## config.mk

```make
export PLATFORM = sky130hd
export DESIGN_NAME = address_range_transition_recorder_unit_flat
export DESIGN_NICKNAME = d
export VERILOG_FILES = /design/src/rtl/arrt_pkg.sv /design/src/rtl/arrt_channels.sv /design/src/rtl/arrt_range_table.sv /design/src/rtl/address_range_transition_recorder_unit.sv /design/src/flat_wrapper.sv
export SDC_FILE = /design/constraint.sdc
export NUM_CORES = 2
export LEC_CHECK = 0
export ABC_AREA = 0
export BUFFER_PORTS_ARGS = -buffer_cell sky130_fd_sc_hd__buf_2
export CAP_MARGIN = 10
export CORE_ASPECT_RATIO = 0.75
export CORE_UTILIZATION = 45
export CTS_BUF_LIST = sky130_fd_sc_hd__clkbuf_8 sky130_fd_sc_hd__clkbuf_16
export DETAILED_ROUTE_END_ITERATION = 16
export PLACE_DENSITY = 0.73
export SYNTH_ARGS = -nofsm -noshare
export SYNTH_HDL_FRONTEND = slang
export SYNTH_SLANG_ARGS = --single-unit
export TNS_END_PERCENT = 10
```

## constraint.sdc

```tcl
create_clock -name clock -period 17.84 [get_ports clock]
set_clock_uncertainty 0.2 [all_clocks]
set_input_delay 0.892 -clock clock [delete_from_list [all_inputs] [get_ports clock]]
set_output_delay 0.892 -clock clock [all_outputs]
set_load 0.05 [all_outputs]
```

## src/rtl/arrt_pkg.sv

```systemverilog
// ----------------------------------------------------------------------------
// arrt_pkg: shared types and constants
// Field widths, codes and table sizing for the range transition recorder.
// ----------------------------------------------------------------------------
package arrt_pkg;

   localparam int RANGES  = 8;
   localparam int IDX_W   = (RANGES > 1) ? $clog2(RANGES) : 1;
   localparam int USED_W  = $clog2(RANGES + 1);

   localparam int ADDR_W  = 64;
   localparam int SIZE_W  = 32;
   localparam int COUNT_W = 32;
   localparam int KIND_W  = 2;
   localparam int CLS_W   = 2;
   localparam int MODE_W  = 2;

   localparam logic [COUNT_W-1:0] COUNT_MAX = '1;

   typedef enum logic [KIND_W-1:0] {
      KIND_EVENT = 2'd0,
      KIND_ADD   = 2'd1,
      KIND_CLEAR = 2'd2,
      KIND_FLUSH = 2'd3
   } kind_type;

   typedef enum logic [CLS_W-1:0] {
      CLS_NONE = 2'd0,
      CLS_IN   = 2'd1,
      CLS_OUT  = 2'd2
   } cls_type;

   localparam logic [MODE_W-1:0] MODE_INBOUND  = 2'd0;
   localparam logic [MODE_W-1:0] MODE_OUTBOUND = 2'd1;
   localparam logic [MODE_W-1:0] MODE_BOTH     = 2'd2;
   localparam logic [MODE_W-1:0] MODE_BOTH_ALT = 2'd3;  // undefined code, acts as both
   localparam logic [MODE_W-1:0] MODE_RESET    = MODE_BOTH;

   localparam logic STATUS_RECORD = 1'b0;
   localparam logic STATUS_REJECT = 1'b1;

   // table update request from the transition logic
   typedef struct packed {
      logic              add_en;
      logic              clear_en;
      logic [ADDR_W-1:0] start;
      logic [SIZE_W-1:0] size;
   } table_ctrl_type;

   typedef struct packed {
      logic hit;
      logic full;
   } table_stat_type;

endpackage

```

## src/rtl/arrt_channels.sv

```systemverilog
// ----------------------------------------------------------------------------
// arrt channels: request and response handshake interfaces
// Valid/ready channels carrying the request and response payloads.
// ----------------------------------------------------------------------------
interface arrt_req_if;
   import arrt_pkg::*;

   logic              valid;
   logic              ready;
   logic [KIND_W-1:0] kind;
   logic [ADDR_W-1:0] address;
   logic [SIZE_W-1:0] range_size;

   modport source (output valid, kind, address, range_size, input ready);
   modport sink   (input valid, kind, address, range_size, output ready);
endinterface

interface arrt_rsp_if;
   import arrt_pkg::*;

   logic               valid;
   logic               ready;
   logic               status;
   logic [ADDR_W-1:0]  record_address;
   logic [CLS_W-1:0]   record_class;
   logic [COUNT_W-1:0] record_count;

   modport source (output valid, status, record_address, record_class, record_count,
                   input ready);
   modport sink   (input valid, status, record_address, record_class, record_count,
                   output ready);
endinterface

```

## src/rtl/arrt_range_table.sv

```systemverilog
// ----------------------------------------------------------------------------
// arrt_range_table: address range table with parallel match
// Holds start/end pairs, appends on add, empties on clear, and reports
// whether an address falls in any loaded range (end inclusive).
// ----------------------------------------------------------------------------
module arrt_range_table (
   input  logic                     clock,
   input  logic                     reset,
   input  arrt_pkg::table_ctrl_type ctrl,
   input  logic [arrt_pkg::ADDR_W-1:0] lookup_address,
   output arrt_pkg::table_stat_type stat
);
   import arrt_pkg::*;

   logic [ADDR_W-1:0] start_ff [RANGES];
   logic [ADDR_W-1:0] end_ff   [RANGES];
   logic [USED_W-1:0] used_ff, used_in;
   logic [RANGES-1:0] match;

   always_comb begin
      used_in = used_ff;
      if (ctrl.clear_en) begin
         used_in = '0;
      end else if (ctrl.add_en) begin
         used_in = used_ff + USED_W'(1);
      end
   end

   always_ff @(posedge clock) begin
      if (reset) begin
         used_ff <= '0;
      end else begin
         used_ff <= used_in;
      end
   end

   // end wraps modulo 2^64; a wrapped range then matches nothing
   always_ff @(posedge clock) begin
      if (ctrl.add_en) begin
         start_ff[used_ff[IDX_W-1:0]] <= ctrl.start;
         end_ff[used_ff[IDX_W-1:0]]   <= ctrl.start + ADDR_W'(ctrl.size);
      end
   end

   always_comb begin
      for (int i = 0; i < RANGES; i++) begin
         match[i] = (USED_W'(i) < used_ff) &&
                    (lookup_address >= start_ff[i]) &&
                    (lookup_address <= end_ff[i]);
      end
   end

   assign stat.hit  = |match;
   assign stat.full = (used_ff == USED_W'(RANGES));

endmodule

```

## src/rtl/address_range_transition_recorder_unit.sv

```systemverilog
// A transaction is registered on acceptance and its record, if any, passes through
//    the result register before it is presented on rsp_ch.
// Throughput: one transaction per cycle unless rsp_ch stalls; range compares run
//    in parallel; class logic is combinational between input and result register.
// Reset: synchronous, active high; empties the range table, clears class and
//    pending record, sets the capture mode to both. No clearing pass.
// ----------------------------------------------------------------------------
// address_range_transition_recorder_unit: top level
// Classifies event addresses against the range table and records class changes.
// ----------------------------------------------------------------------------
module address_range_transition_recorder_unit (
   input  logic                        clock,
   input  logic                        reset,
   arrt_req_if.sink                    req_ch,
   arrt_rsp_if.source                  rsp_ch,
   input  logic                        csr_write_enable,
   input  logic [arrt_pkg::MODE_W-1:0] csr_write_data
);
   import arrt_pkg::*;

   // input register
   logic              s1_valid_ff;
   kind_type          s1_kind_ff;
   logic [ADDR_W-1:0] s1_address_ff;
   logic [SIZE_W-1:0] s1_size_ff;

   // recorder state
   logic [MODE_W-1:0]  mode_ff;
   cls_type            current_ff, current_in;
   logic               pend_valid_ff, pend_valid_in;
   logic [ADDR_W-1:0]  pend_address_ff, pend_address_in;
   logic [COUNT_W-1:0] pend_count_ff, pend_count_in;
   cls_type            pend_class_ff, pend_class_in;

   // result register
   logic               out_valid_ff;
   logic               out_status_ff, out_status_in;
   logic [ADDR_W-1:0]  out_address_ff, out_address_in;
   cls_type            out_class_ff, out_class_in;
   logic [COUNT_W-1:0] out_count_ff, out_count_in;

   logic           advance;
   logic           process;
   logic           emit;
   cls_type        cls;
   cls_type        want;
   table_ctrl_type tctrl;
   table_stat_type tstat;

   assign advance      = !out_valid_ff || rsp_ch.ready;
   assign process      = s1_valid_ff && advance;
   assign req_ch.ready = !s1_valid_ff || advance;

   arrt_range_table u_table (
      .clock          (clock),
      .reset          (reset),
      .ctrl           (tctrl),
      .lookup_address (s1_address_ff),
      .stat           (tstat)
   );

   assign cls  = tstat.hit ? CLS_IN : CLS_OUT;
   assign want = (mode_ff == MODE_INBOUND) ? CLS_IN : CLS_OUT;

   always_comb begin
      emit            = 1'b0;
      out_status_in   = STATUS_RECORD;
      out_address_in  = '0;
      out_class_in    = CLS_NONE;
      out_count_in    = '0;
      current_in      = current_ff;
      pend_valid_in   = pend_valid_ff;
      pend_address_in = pend_address_ff;
      pend_count_in   = pend_count_ff;
      pend_class_in   = pend_class_ff;
      tctrl.add_en    = 1'b0;
      tctrl.clear_en  = 1'b0;
      tctrl.start     = s1_address_ff;
      tctrl.size      = s1_size_ff;

      case (s1_kind_ff)
         KIND_ADD: begin
            if (s1_address_ff == '0 || s1_size_ff == '0 || tstat.full) begin
               emit          = 1'b1;
               out_status_in = STATUS_REJECT;
            end else begin
               tctrl.add_en = process;
            end
         end
         KIND_CLEAR: begin
            tctrl.clear_en = process;
         end
         KIND_FLUSH: begin
            if (pend_valid_ff) begin
               emit           = 1'b1;
               out_address_in = pend_address_ff;
               out_class_in   = pend_class_ff;
               out_count_in   = pend_count_ff;
               pend_valid_in  = 1'b0;
            end
         end
         KIND_EVENT: begin
            if (cls != current_ff) begin
               current_in = cls;
               if (mode_ff inside {MODE_BOTH, MODE_BOTH_ALT}) begin
                  emit           = 1'b1;
                  out_address_in = s1_address_ff;
                  out_class_in   = cls;
               end else if (cls == want) begin
                  if (pend_valid_ff && pend_address_ff == s1_address_ff) begin
                     if (pend_count_ff != COUNT_MAX) begin
                        pend_count_in = pend_count_ff + COUNT_W'(1);
                     end
                  end else begin
                     if (pend_valid_ff) begin
                        emit           = 1'b1;
                        out_address_in = pend_address_ff;
                        out_class_in   = pend_class_ff;
                        out_count_in   = pend_count_ff;
                     end
                     pend_valid_in   = 1'b1;
                     pend_address_in = s1_address_ff;
                     pend_count_in   = COUNT_W'(1);
                     pend_class_in   = cls;
                  end
               end
            end
         end
         default: begin
         end
      endcase
   end

   // control state
   always_ff @(posedge clock) begin
      if (reset) begin
         s1_valid_ff   <= 1'b0;
         out_valid_ff  <= 1'b0;
         mode_ff       <= MODE_RESET;
         current_ff    <= CLS_NONE;
         pend_valid_ff <= 1'b0;
      end else begin
         if (req_ch.ready) begin
            s1_valid_ff <= req_ch.valid;
         end
         if (advance) begin
            out_valid_ff <= s1_valid_ff && emit;
         end
         if (csr_write_enable) begin
            mode_ff <= csr_write_data;
         end
         if (process) begin
            current_ff    <= current_in;
            pend_valid_ff <= pend_valid_in;
         end
      end
   end

   // payload
   always_ff @(posedge clock) begin
      if (req_ch.valid && req_ch.ready) begin
         s1_kind_ff    <= kind_type'(req_ch.kind);
         s1_address_ff <= req_ch.address;
         s1_size_ff    <= req_ch.range_size;
      end
      if (process) begin
         pend_address_ff <= pend_address_in;
         pend_count_ff   <= pend_count_in;
         pend_class_ff   <= pend_class_in;
      end
      if (process && emit) begin
         out_status_ff  <= out_status_in;
         out_address_ff <= out_address_in;
         out_class_ff   <= out_class_in;
         out_count_ff   <= out_count_in;
      end
   end

   assign rsp_ch.valid          = out_valid_ff;
   assign rsp_ch.status         = out_status_ff;
   assign rsp_ch.record_address = out_address_ff;
   assign rsp_ch.record_class   = out_class_ff;
   assign rsp_ch.record_count   = out_count_ff;

endmodule

```

## src/flat_wrapper.sv

```systemverilog
// flat-port wrapper written by rule: the top's interface ports become plain ports
module address_range_transition_recorder_unit_flat import arrt_pkg::*;
  (clock, reset, csr_write_enable, csr_write_data, req_ch_valid, req_ch_kind, req_ch_address, req_ch_range_size, req_ch_ready, rsp_ch_valid, rsp_ch_status, rsp_ch_record_address, rsp_ch_record_class, rsp_ch_record_count, rsp_ch_ready);
  arrt_req_if req_ch_i ();
  arrt_rsp_if rsp_ch_i ();
  input  logic clock;
  input  logic reset;
  input  logic csr_write_enable;
  input  logic [arrt_pkg::MODE_W-1:0] csr_write_data;
  input wire logic [$bits(req_ch_i.valid)-1:0] req_ch_valid;
  input wire logic [$bits(req_ch_i.kind)-1:0] req_ch_kind;
  input wire logic [$bits(req_ch_i.address)-1:0] req_ch_address;
  input wire logic [$bits(req_ch_i.range_size)-1:0] req_ch_range_size;
  output wire logic [$bits(req_ch_i.ready)-1:0] req_ch_ready;
  output wire logic [$bits(rsp_ch_i.valid)-1:0] rsp_ch_valid;
  output wire logic [$bits(rsp_ch_i.status)-1:0] rsp_ch_status;
  output wire logic [$bits(rsp_ch_i.record_address)-1:0] rsp_ch_record_address;
  output wire logic [$bits(rsp_ch_i.record_class)-1:0] rsp_ch_record_class;
  output wire logic [$bits(rsp_ch_i.record_count)-1:0] rsp_ch_record_count;
  input wire logic [$bits(rsp_ch_i.ready)-1:0] rsp_ch_ready;
  assign req_ch_i.valid = req_ch_valid;
  assign req_ch_i.kind = req_ch_kind;
  assign req_ch_i.address = req_ch_address;
  assign req_ch_i.range_size = req_ch_range_size;
  assign req_ch_ready = req_ch_i.ready;
  assign rsp_ch_valid = rsp_ch_i.valid;
  assign rsp_ch_status = rsp_ch_i.status;
  assign rsp_ch_record_address = rsp_ch_i.record_address;
  assign rsp_ch_record_class = rsp_ch_i.record_class;
  assign rsp_ch_record_count = rsp_ch_i.record_count;
  assign rsp_ch_i.ready = rsp_ch_ready;
  address_range_transition_recorder_unit u_core (.clock(clock), .reset(reset), .req_ch(req_ch_i), .rsp_ch(rsp_ch_i), .csr_write_enable(csr_write_enable), .csr_write_data(csr_write_data));
endmodule
```

==> impl_metrics.ini <==
[place]
place.gp.congestion = 0.992
place_inst = 8114
port_buffers = 205
dp_hpwl_mm = 144

[yosys]
synthDistinctLibCells = 80
syn_area_per_cell_sq_um = 12.3
yosys.area.top_type_share_pct = 55.8
ys_ff_latch = 1330
synth_edf_count = 1319
ys_seq_area_share_pct = 56.1
yosys.area.top_type = edfxtp_1
synth-async-reset-ratio_pct = 0
synthCells = 5763
syn_area_sq_mm = 0.0710
yosys_warnings = 0
synth_area_leaders = edfxtp_1, ha_1, inv_1, a21oi_1, nand4_1
synthFlopType = edfxtp_1
syn_nets = 6933

[layout]
final_cell_count_no_fill = 8363
drive_gt1_share_pct = 8.65
area_delta_synth_final_pct = 12.2
nNetsFinal = 7333
nFillCells = 13200

[setup_path]
crit_path_end_kind = flip-flop
crit_fanout = 78
cp.arrival_ps = 8540
criticalPathCategory = reg -> reg
worstPathRequired_ps = 18050
start_kind = flip-flop

[cts]
cts_tree = yes
cts.clk_slew.worst_paths_ps = 60
cts_buffers = 136
cts_setup_buffers = 0
cts_sinks = 1330
cts_max_level = 4
root_buffer = clkbuf_16
cts_buffer_depth = 3
hold_buffers = 0
clk_latency_ps = 800
cts-resized-gates = 0

[sta]
rsz0062_at_grt = false
period_minus_slack_ps = 8330
hold_violations = 0
setup_viol = 0
final-max-slew-violation-count = 0
timing.final.crit_share_pct = 46.7
relSlewSlack_pct = 7.55
fmax_mhz = 120
final.setup.tns_ps = 0
worst_pin_slew_ps = 1370

[routing]
drt_iter0_drc = 5796
viasPerCell = 5.81
drt-pass1-iter-count = 7
wl_per_cell_um = 24.5
wl_mm = 205
drc = 0
vias = 48600
antenna_left = 0

[die]
die_y_um = 346
die_width_um = 461
ios = 206
initial_core_util_pct = 45.6
row_count = 125
die_area_sq_mm = 0.159
core_area_sq_mm = 0.156

[power_and_ir_drop]
power.leakage_nw = 34.7
vdd_ir_drop_max_mv = 0.100
p_per_area_mw_per_mm2 = 86.7

[global_routing]
track_usage_pct = 25.4
antenna_found_initial = 16
grt_max_degree = 79
grt_pass1_vias = 46200
grt_overflow_total = 0
grt_pass1_wl_mm = 298

[worst_hold_path]
hold_path.class = in -> reg

[job]
maxCapViolations = 0

[outcome]
status = complete, no violations
logic make-up (layout without fill, tap and decap cells):
family | count (synthesis) | after routing | synth area share (%)
buffers and inverters | 1116 | 1618 | 6.01
muxes | 5 | 5 | 0.0881
xor gates and xnor gates | 155 | 155 | 1.91
and+or+nand+nor | 1108 | 1108 | 8.26
other | 0 | 3 | 0
AOI/OAI and AO/OA | 984 | 984 | 8.84
DFF | 1330 | 1330 | 56.1
adders and majority gates | 1065 | 1065 | 18.8
report_power, final:
group	internal (mW)	leakage [nW]	switching, mW
Clock	1.54	2.21	1.26
Sequential	3.49	12.2	0.00999
Combinational	0.178	20.3	0.429
layer usage:
| layer | routed length [um] | up-vias | GRT usage [%] |
|---|---|---|---|
| met5 | 103 | - | 0 |
| met1 | 86600 | 23700 | 36.3 |
| met4 | 9650 | 14 | 11.4 |
| met2 | 86500 | 2430 | 37.0 |
| li1 | - | 22000 | - |
| met3 | 22300 | 419 | 5.15 |
registers in the layout (all words and copies together) (netlist names), 2 cells and up:
name / flops
u_core.pend_address_ff: 64
u_core.current_ff: 2
u_core.pend_count_ff: 32
u_core.u_table.end_ff: 512
u_core.mode_ff: 2
u_core.s1_address_ff: 64
u_core.s1_size_ff: 32
u_core.u_table.used_ff: 4
u_core.rsp_ch.record_count: 32
u_core.pend_class_ff: 2
u_core.s1_kind_ff: 2
u_core.rsp_ch.record_address: 64
u_core.u_table.start_ff: 512
u_core.rsp_ch.record_class: 2
critical path, stage by stage (launching register included):
cell and delay, ps:
edfxtp_1 580, buf_4 330, ha_1 390, nand4_1 90, nor3_1 880, nand4_1 630, a21oi_1 710, nor4_1 140
a2bb2oi_1 160, a211o_1 270, or4b_1 860, mux2i_1 390, o311ai_0 330, a31oi_4 810, buf_4 960
layout by cell type (no fill, tap or decap), types with 109 or more instances in the layout:
cell type  instances
nand4_1          217
nor2_1           147
nand3_1          133
clkbuf_16        137
a21o_1           114
inv_1           1092
a21oi_1          426
o21ai_0          145
ha_1            1064
edfxtp_1        1319
buf_2            210
nand2_1          266
xor2_1           124
buf_4            109
synthesized netlist by cell type (45+ instances only):
| master | instances |
|---|---|
| edfxtp_1 | 1319 |
| ha_1 | 1064 |
| inv_1 | 1057 |
| a21oi_1 | 426 |
| nand2_1 | 266 |
| nand4_1 | 217 |
| nor2_1 | 148 |
| o21ai_0 | 145 |
| nand3_1 | 133 |
| xor2_1 | 124 |
| a21o_1 | 114 |
| nor4_1 | 80 |
| a32o_1 | 65 |
| and3_1 | 61 |
| nor3_1 | 50 |
| clkbuf_1 | 45 |
area by class of cell:
cell class / count / area [sq um] / share of cell area [%]
well taps: 2095 / 2620 / 3.29
diodes: 3 / 7.51 / 0.00942
multi-input cells: 3317 / 27100 / 34.0
clock buffers: 138 / 3440 / 4.32
clock inverters: 102 / 821 / 1.03
inverters: 1058 / 3970 / 4.99
flip-flops and latches: 1330 / 39800 / 50.0
repair buffers: 320 / 1880 / 2.37
per-stage QoR:
stage | power (mW) | utilization (%) | setup WS [ps] | hold WS [ps] | area (sq um)
floorplan | 3.91 | - | 5550 | 265 | 71000
global placement | 4.14 | 48.3 | 9430 | 289 | 75300
detailed placement | 4.16 | 48.4 | 9330 | 320 | 75300
CTS | 6.92 | 51.1 | 9320 | 19.5 | 79600
global route | 7.10 | 51.1 | 9530 | 52.6 | 79700
finish | 6.91 | 51.1 | 9510 | 62.3 | 79700
path summary, 6_finish.rpt:
kind	endpoint	startpoint	slack [ps]	cells after the start
max reg2reg	u_core.rsp_ch.record_address[46]	u_core.s1_address_ff[38]	9510	14
max	u_core.rsp_ch.record_address[46]	u_core.s1_address_ff[38]	9510	14
min	u_core.s1_address_ff[8]	req_ch_address[8]	60	1
min reg2reg	u_core.current_ff[1]	u_core.current_ff[1]	330	2
(Power assumes the default switching activity.)
